### config.mk
export PLATFORM = sky130hd
export DESIGN_NAME = rsq_front
export DESIGN_NICKNAME = d
export VERILOG_FILES = /design/src/range_sqrt_update_range_sum_core_defines.svh /design/src/rsq_pkg.sv /design/src/rsq_front.sv
export SDC_FILE = /design/constraint.sdc
export NUM_CORES = 1
export LEC_CHECK = 0
export BUFFER_PORTS_ARGS = -buffer_cell sky130_fd_sc_hd__buf_2
export CORE_ASPECT_RATIO = 0.75
export CORE_MARGIN = 5
export CORE_UTILIZATION = 40
export CTS_BUF_LIST = sky130_fd_sc_hd__clkbuf_4
export CTS_CLUSTER_DIAMETER = 100
export DETAILED_ROUTE_END_ITERATION = 8
export PLACE_DENSITY = 0.7
export SETUP_SLACK_MARGIN = 0.02
export SLEW_MARGIN = 20
export SYNTH_ARGS = -nofsm -noshare
export SYNTH_HDL_FRONTEND = slang
export SYNTH_SLANG_ARGS = --single-unit
### constraint.sdc
create_clock -name clock -period 3.8 [get_ports clock]
set_input_delay 0.57 -clock clock [delete_from_list [all_inputs] [get_ports clock]]
set_output_delay 0.57 -clock clock [all_outputs]
set_load 0.02 [all_outputs]
### src/range_sqrt_update_range_sum_core_defines.svh
// Assertion macros for the range square-root / range-sum core.
// Included by the modules that carry concurrent assertions; no other dependencies.
`ifndef RANGE_SQRT_UPDATE_RANGE_SUM_CORE_DEFINES_SVH
`define RANGE_SQRT_UPDATE_RANGE_SUM_CORE_DEFINES_SVH
// Assert that a condition implies a consequence in the same cycle.
`define RSQ_ASSERT_IMP(lbl, clk, rst, a, b) \
   lbl: assert property (@(posedge clk) disable iff (rst) (a) |-> (b)) \
      else $error("assertion failed");
// Assert that a condition implies a consequence in the next cycle.
`define RSQ_ASSERT_NEXT(lbl, clk, rst, a, b) \
   lbl: assert property (@(posedge clk) disable iff (rst) (a) |=> (b)) \
      else $error("assertion failed");
`endif

### src/rsq_pkg.sv
// Shared types and constants for the range square-root / range-sum core.
// No dependencies.
`default_nettype none
package rsq_pkg;
   localparam int DEPTH_DEF = 4096;
   localparam int BLOCK_DEF = 64;
   localparam int VAL_W = 40;
   localparam int TOT_W = 52;
   localparam int IDX_W = 12;
   localparam int LEN_W = 13;
   localparam int CMD_W = 2;

   typedef enum logic [1:0] {
      CMD_LOAD = 2'd0,
      CMD_ROOT = 2'd1,
      CMD_SUM  = 2'd2,
      CMD_NONE = 2'd3
   } cmd_type;

   // Classified job handed from the front end to the back end.
   typedef struct packed {
      cmd_type            cmd;
      logic [IDX_W-1:0]   lo;
      logic [IDX_W-1:0]   hi;
      logic [VAL_W-1:0]   value;
   } job_type;
endpackage
`default_nettype wire

### src/rsq_front.sv
// Front end: accepts request words, clamps and orders endpoints, drops invalid ones.
// Depends on rsq_pkg.
`default_nettype none
module rsq_front import rsq_pkg::*; (
   input  wire logic             clock,
   input  wire logic             reset,
   input  wire logic             in_valid,
   output logic                  in_ready,
   input  wire logic [CMD_W-1:0] in_cmd,
   input  wire logic [IDX_W-1:0] in_first,
   input  wire logic [IDX_W-1:0] in_last,
   input  wire logic [VAL_W-1:0] in_value,
   input  wire logic [LEN_W-1:0] length,
   output logic                  job_valid,
   input  wire logic             job_ready,
   output job_type               job
);
   logic             full_ff, full_in;
   job_type          job_ff, job_in;
   logic [IDX_W-1:0] lo_c, hi_c;
   logic [LEN_W-1:0] lmax;
   logic             keep;

   assign lmax = length - LEN_W'(1);
   assign in_ready = !full_ff || job_ready;
   assign job_valid = full_ff;
   assign job = job_ff;

   always_comb begin
      lo_c = ({1'b0, in_first} >= length) ? lmax[IDX_W-1:0] : in_first;
      hi_c = ({1'b0, in_last} >= length) ? lmax[IDX_W-1:0] : in_last;
      job_in.cmd = cmd_type'(in_cmd);
      job_in.value = in_value;
      if (in_cmd == CMD_LOAD) begin
         job_in.lo = in_first;
         job_in.hi = in_first;
         keep = {1'b0, in_first} < length;
      end else begin
         job_in.lo = (lo_c > hi_c) ? hi_c : lo_c;
         job_in.hi = (lo_c > hi_c) ? lo_c : hi_c;
         keep = in_cmd != CMD_NONE;
      end
      full_in = full_ff;
      if (job_ready) full_in = 1'b0;
      if (in_valid && in_ready && keep) full_in = 1'b1;
   end

   always_ff @(posedge clock) begin
      if (reset) full_ff <= 1'b0;
      else full_ff <= full_in;
      if (in_valid && in_ready) job_ff <= job_in;
   end
endmodule
`default_nettype wire

-- After elaboration in Yosys (flattened, before gate mapping)
Index checks and enable logic that the tools add are counted.
- memory bits (writable): 0
- input bits: 83
- memories: 0
- output and inout port bits: 68
- register bits after elaboration: 67
- ROM bits: 0
- bits in latches: 0
- word-level logic and storage cells: 25
- div/mod/pow operators: 0
- reduce and logical (&&, ||, !) cells: 6
- eq/ne operators: 1
- add/subtract/negate cells: 1
- order comparisons: 4
- shift-type cells: 0
- multiplexer cells: 8
- bitwise operators: 0
- multipliers: 0
- operator list (operator ; count):
    $mux W12 ; 4
    $ge A12 B13 Y1 ; 2
    $mux W24 ; 1
    $lt A12 B13 Y1 ; 1
    $gt A12 B12 Y1 ; 1
    $sub A12 B1 Y12 const B ; 1
    $mux W1 ; 3
    $logic_and A1 B1 Y1 ; 2
    $logic_not A2 Y1 ; 1
    $ne A2 B2 Y1 const B ; 1
    $reduce_bool A2 Y1 ; 1
    $logic_not A1 Y1 ; 1
    $logic_or A1 B1 Y1 ; 1

-- Depth between registers and ports, before layout
- word-level depth: 5
- depth in mapped cells: 18
- gate-level depth less buffers: 15

-- Worst setup path before layout
Ideal clock, no wire load.
- kind: input to register
- start point: input port length[8]
- end point: register job_ff (netlist bit job[52]), data pin
- arrival time: 3833 ps
- path buffers: 2
- stages: 16
- path slack: -294 ps
- required time: 3539 ps
- setup time: 261 ps
- cell sequence: inv_1 -> ha_1 -> a21oi_2 -> o21ai_1 -> o311a_4 -> or2_4 -> buf_6 -> mux2i_4 -> ha_1 -> a211oi_2 -> o22ai_1 -> or3_4 -> o21ai_2 -> buf_6 -> nor2_2 -> a221o_1
- RTL lines (item ; line ; text):
    start, declared ; rsq_front.sv:13 ; input wire logic [LEN_W-1:0] length,
    end signal, assigned ; rsq_front.sv:51 ; if (in_valid && in_ready) job_ff <= job_in;
    end, declared ; rsq_front.sv:19 ; job_type job_ff, job_in;

==> results.py <==
metrics = {
    "run_status": {
        "status": "finished, final reports clean",
    },
    "final_layout": {
        "num-nets-final": 697,
        "fillers": 827,
        "fin_util": 0.614,
        "drive_gt1_frac": 0.553,
        "seqCellArea_um2": 2000,
        "multi_input_area_um2": 2120,
        "diodes": 0,
        "area_delta_synth_final_pct": 47.9,
        "fin_cells": 714,
    },
    "place": {
        "dpl.cell_count": 696,
        "dp_hpwl_um": 10100,
        "gp_congestion": 0.882,
        "place.port_buffers": 150,
    },
    "clock_network": {
        "clk_latency_ps": 390,
        "cts_sinks": 67,
        "clk_pin_slew_worst_paths_ps": 100,
        "clk_root_buffer_cell": "clkbuf_4",
        "cts_tree": "yes",
        "htree_levels": 3,
        "cts_max_path_buffers": 2,
        "cts_buffers": 9,
        "hold_buffers": 0,
    },
    "global_routing": {
        "overflow": 0,
        "grt_use_total": 0.190,
        "antenna_found_initial": 0,
        "grt_max_degree": 57,
        "grt_pass1_vias": 3698,
        "grt_pass1_wl_um": 18900,
    },
    "die": {
        "io_pins": 151,
        "rows": 31,
        "die_height_um": 97.2,
        "coreArea_um2": 9770,
        "die_w_um": 126,
        "fp.dieArea_um2": 12300,
        "initial_utilization": 0.415,
    },
    "power_and_ir_drop": {
        "switchingPower_uw": 713,
        "p_comb_frac": 0.347,
        "p_total_mw": 2.30,
        "swShare": 0.310,
        "ir_drop_mv": 0.173,
        "power_density_nw_per_um2": 383,
        "p_seq_frac": 0.402,
        "clkPwrFrac": 0.251,
        "intPower_mw": 1.59,
        "leakagePower_nw": 2.60,
    },
    "yosys": {
        "postSynthCellCount": 336,
        "avgSynthCellArea_um2": 12.1,
        "synth-edff-count": 66,
        "synth-async-reset-ratio": 0,
        "ys.flop_type": "edfxtp_1",
        "synth_area_leaders": "edfxtp_1, ha_1, mux2i_4",
        "synth.distinct_cells": 56,
        "yosysWarningCount": 0,
        "ys_seq_area_frac": 0.494,
        "syn_nets": 456,
        "netlist.area_leader.share": 0.489,
        "synth_seq_cells": 67,
        "synth_area_um2": 4060,
        "yosysTopAreaCell": "edfxtp_1",
    },
    "hold_path": {
        "hold_path_class": "in -> reg",
        "min_path_cells": 2,
    },
    "sta": {
        "fmax_mhz": 269,
        "hold_viol_final": 0,
        "setup_viol": 0,
        "clock_skew_ps": 4.22,
        "rsz0062_at_grt": "true",
        "hold_ws_ps": 316,
        "fin_setup_tns_ps": 0,
        "worstMarginPinSlew_ps": 673,
        "fin_crit_ps": 3710,
        "slew_headroom": 0.551,
        "min_period_over_period": 0.977,
        "finalMaxSlewViolations": 0,
    },
    "job": {
        "max-cap-violations": 0,
    },
    "setup_path": {
        "critPathArrivalTime_ps": 3840,
        "worstSetupPathType": "in -> reg",
        "start_kind": "input pin",
        "crit_required_ps": 3930,
        "rr_worst_depth": 3,
        "cp-end-kind": "flop",
        "critPathMaxFanout": 6,
    },
    "detailed_routing": {
        "dr.pass1.iters": 5,
        "routed_via_density": 5.25,
        "vias": 3752,
        "drt_iter0_markers": 324,
        "post_drt_wl_per_cell_um": 16.9,
        "drc": 0,
        "drt.antenna.violating_nets": 0,
        "drt-total-wl_um": 12100,
    },
}
[logic make-up (layout without fill, tap and decap cells)]
family,after synthesis,in the layout,synth area share
AOI/OAI and AO/OA,91,91,0.168
xor gates and xnor gates,10,10,0.0216
adders and majority gates,37,37,0.114
buffers and inverters,33,278,0.0392
DFF,67,67,0.494
muxes,9,9,0.0389
and+or+nand+nor,89,90,0.124
[worst paths after layout]
check / from / to / slack (ps)
max: in_last[0] / job[43] / 90
min: reset / job_valid / 320
max reg2reg: job_valid / job[31] / 2010
min reg2reg: job_valid / job_valid / 590
[cell usage in the layout, fill, tap and decap left out, types with 5 or more instances in the layout]
cell	n
nand4_1	13
xnor2_1	10
and3_1	9
mux2i_4	5
ha_1	25
a21oi_1	14
o21ai_2	5
nor2_1	12
edfxtp_1	66
clkbuf_4	9
o21ai_1	5
inv_4	6
a22oi_1	5
inv_2	5
o221ai_1	7
nand2_1	9
a21oi_2	5
buf_2	150
o211ai_1	13
o21ai_0	9
nand3_1	20
buf_4	90
inv_1	11
ha_4	12
[metal layers]
metal  routed length, µm  vias to the layer above  share of wire  global-route usage
met5                   0                        -              0                   0
met4                  85                        0         0.0070              0.0420
met3                1140                        8          0.094              0.0396
met2                5500                      184           0.46               0.302
met1                5340                     1738           0.44               0.267
li1                    -                     1822              -                   -
[Yosys cell counts, drive strengths merged (2+ instances only)]
library cell,n
buf,9
nand4,13
ha,37
or2,2
and4b,2
o211ai,15
a21o,3
a22oi,6
a221o,2
inv,22
nand2,11
edfxtp,66
and2,3
and3,10
xnor2,10
clkbuf,2
o21ai,22
nor4,2
o221ai,9
mux2i,5
a21oi,19
a31oi,2
nor2b,2
nor2,13
nor3,5
a211oi,5
a222oi,2
nand3,20
or4,4
mux2,4
[stage by stage]
stage / setup WS [ps] / area, µm²
floorplan: -34.1 / 4280
global placement: -294 / 5770
detailed placement: -366 / 5770
CTS: 83.6 / 5950
global route: -31.4 / 6000
finish: 87.6 / 6000
[area by class of cell]
cell class / count / area share
Tap cell: 132 / 0.0275
Sequential cell: 67 / 0.334
Inverter: 22 / 0.0163
Multi-Input combinational cell: 237 / 0.354
Timing Repair Buffer: 240 / 0.238
Clock buffer: 9 / 0.0113
Clock inverter: 7 / 0.0194
[power by group through the flow]
| stage | combinational (mW) | sequential (mW) | clock [mW] |
|---|---|---|---|
| 5_1_grt | 0.865 | 0.931 | 0.629 |
| 3_5_place_dp | 0.780 | 0.942 | 0 |
| 2_1_floorplan | 0.373 | 1.04 | 0 |
| 3_3_place_gp | 0.757 | 0.939 | 0 |
| 4_1_cts | 0.781 | 0.925 | 0.593 |
| 6_report | 0.798 | 0.923 | 0.576 |
[registers in the layout, summed over array words and instances, names as in the netlist]
signal and cells:
job 66, job_valid 1
[repair_timing]
item	4_1_cts	5_1_grt
resized for setup	0	8
setup endpoints to repair	0	15
buffers inserted	0	1
[worst max-delay path, cell delays in order]
cell and delay (ps):
buf_2 130, inv_4 40, ha_4 220, nor2b_1 150, o21ai_1 90, o311a_4 390
or2_4 310, mux2i_4 240, ha_4 250, a211oi_4 250, o22ai_1 120, or3_4 370
o21a_2 270, a21oi_2 250, o221ai_1 190
Power figures use the tool's default switching activity.
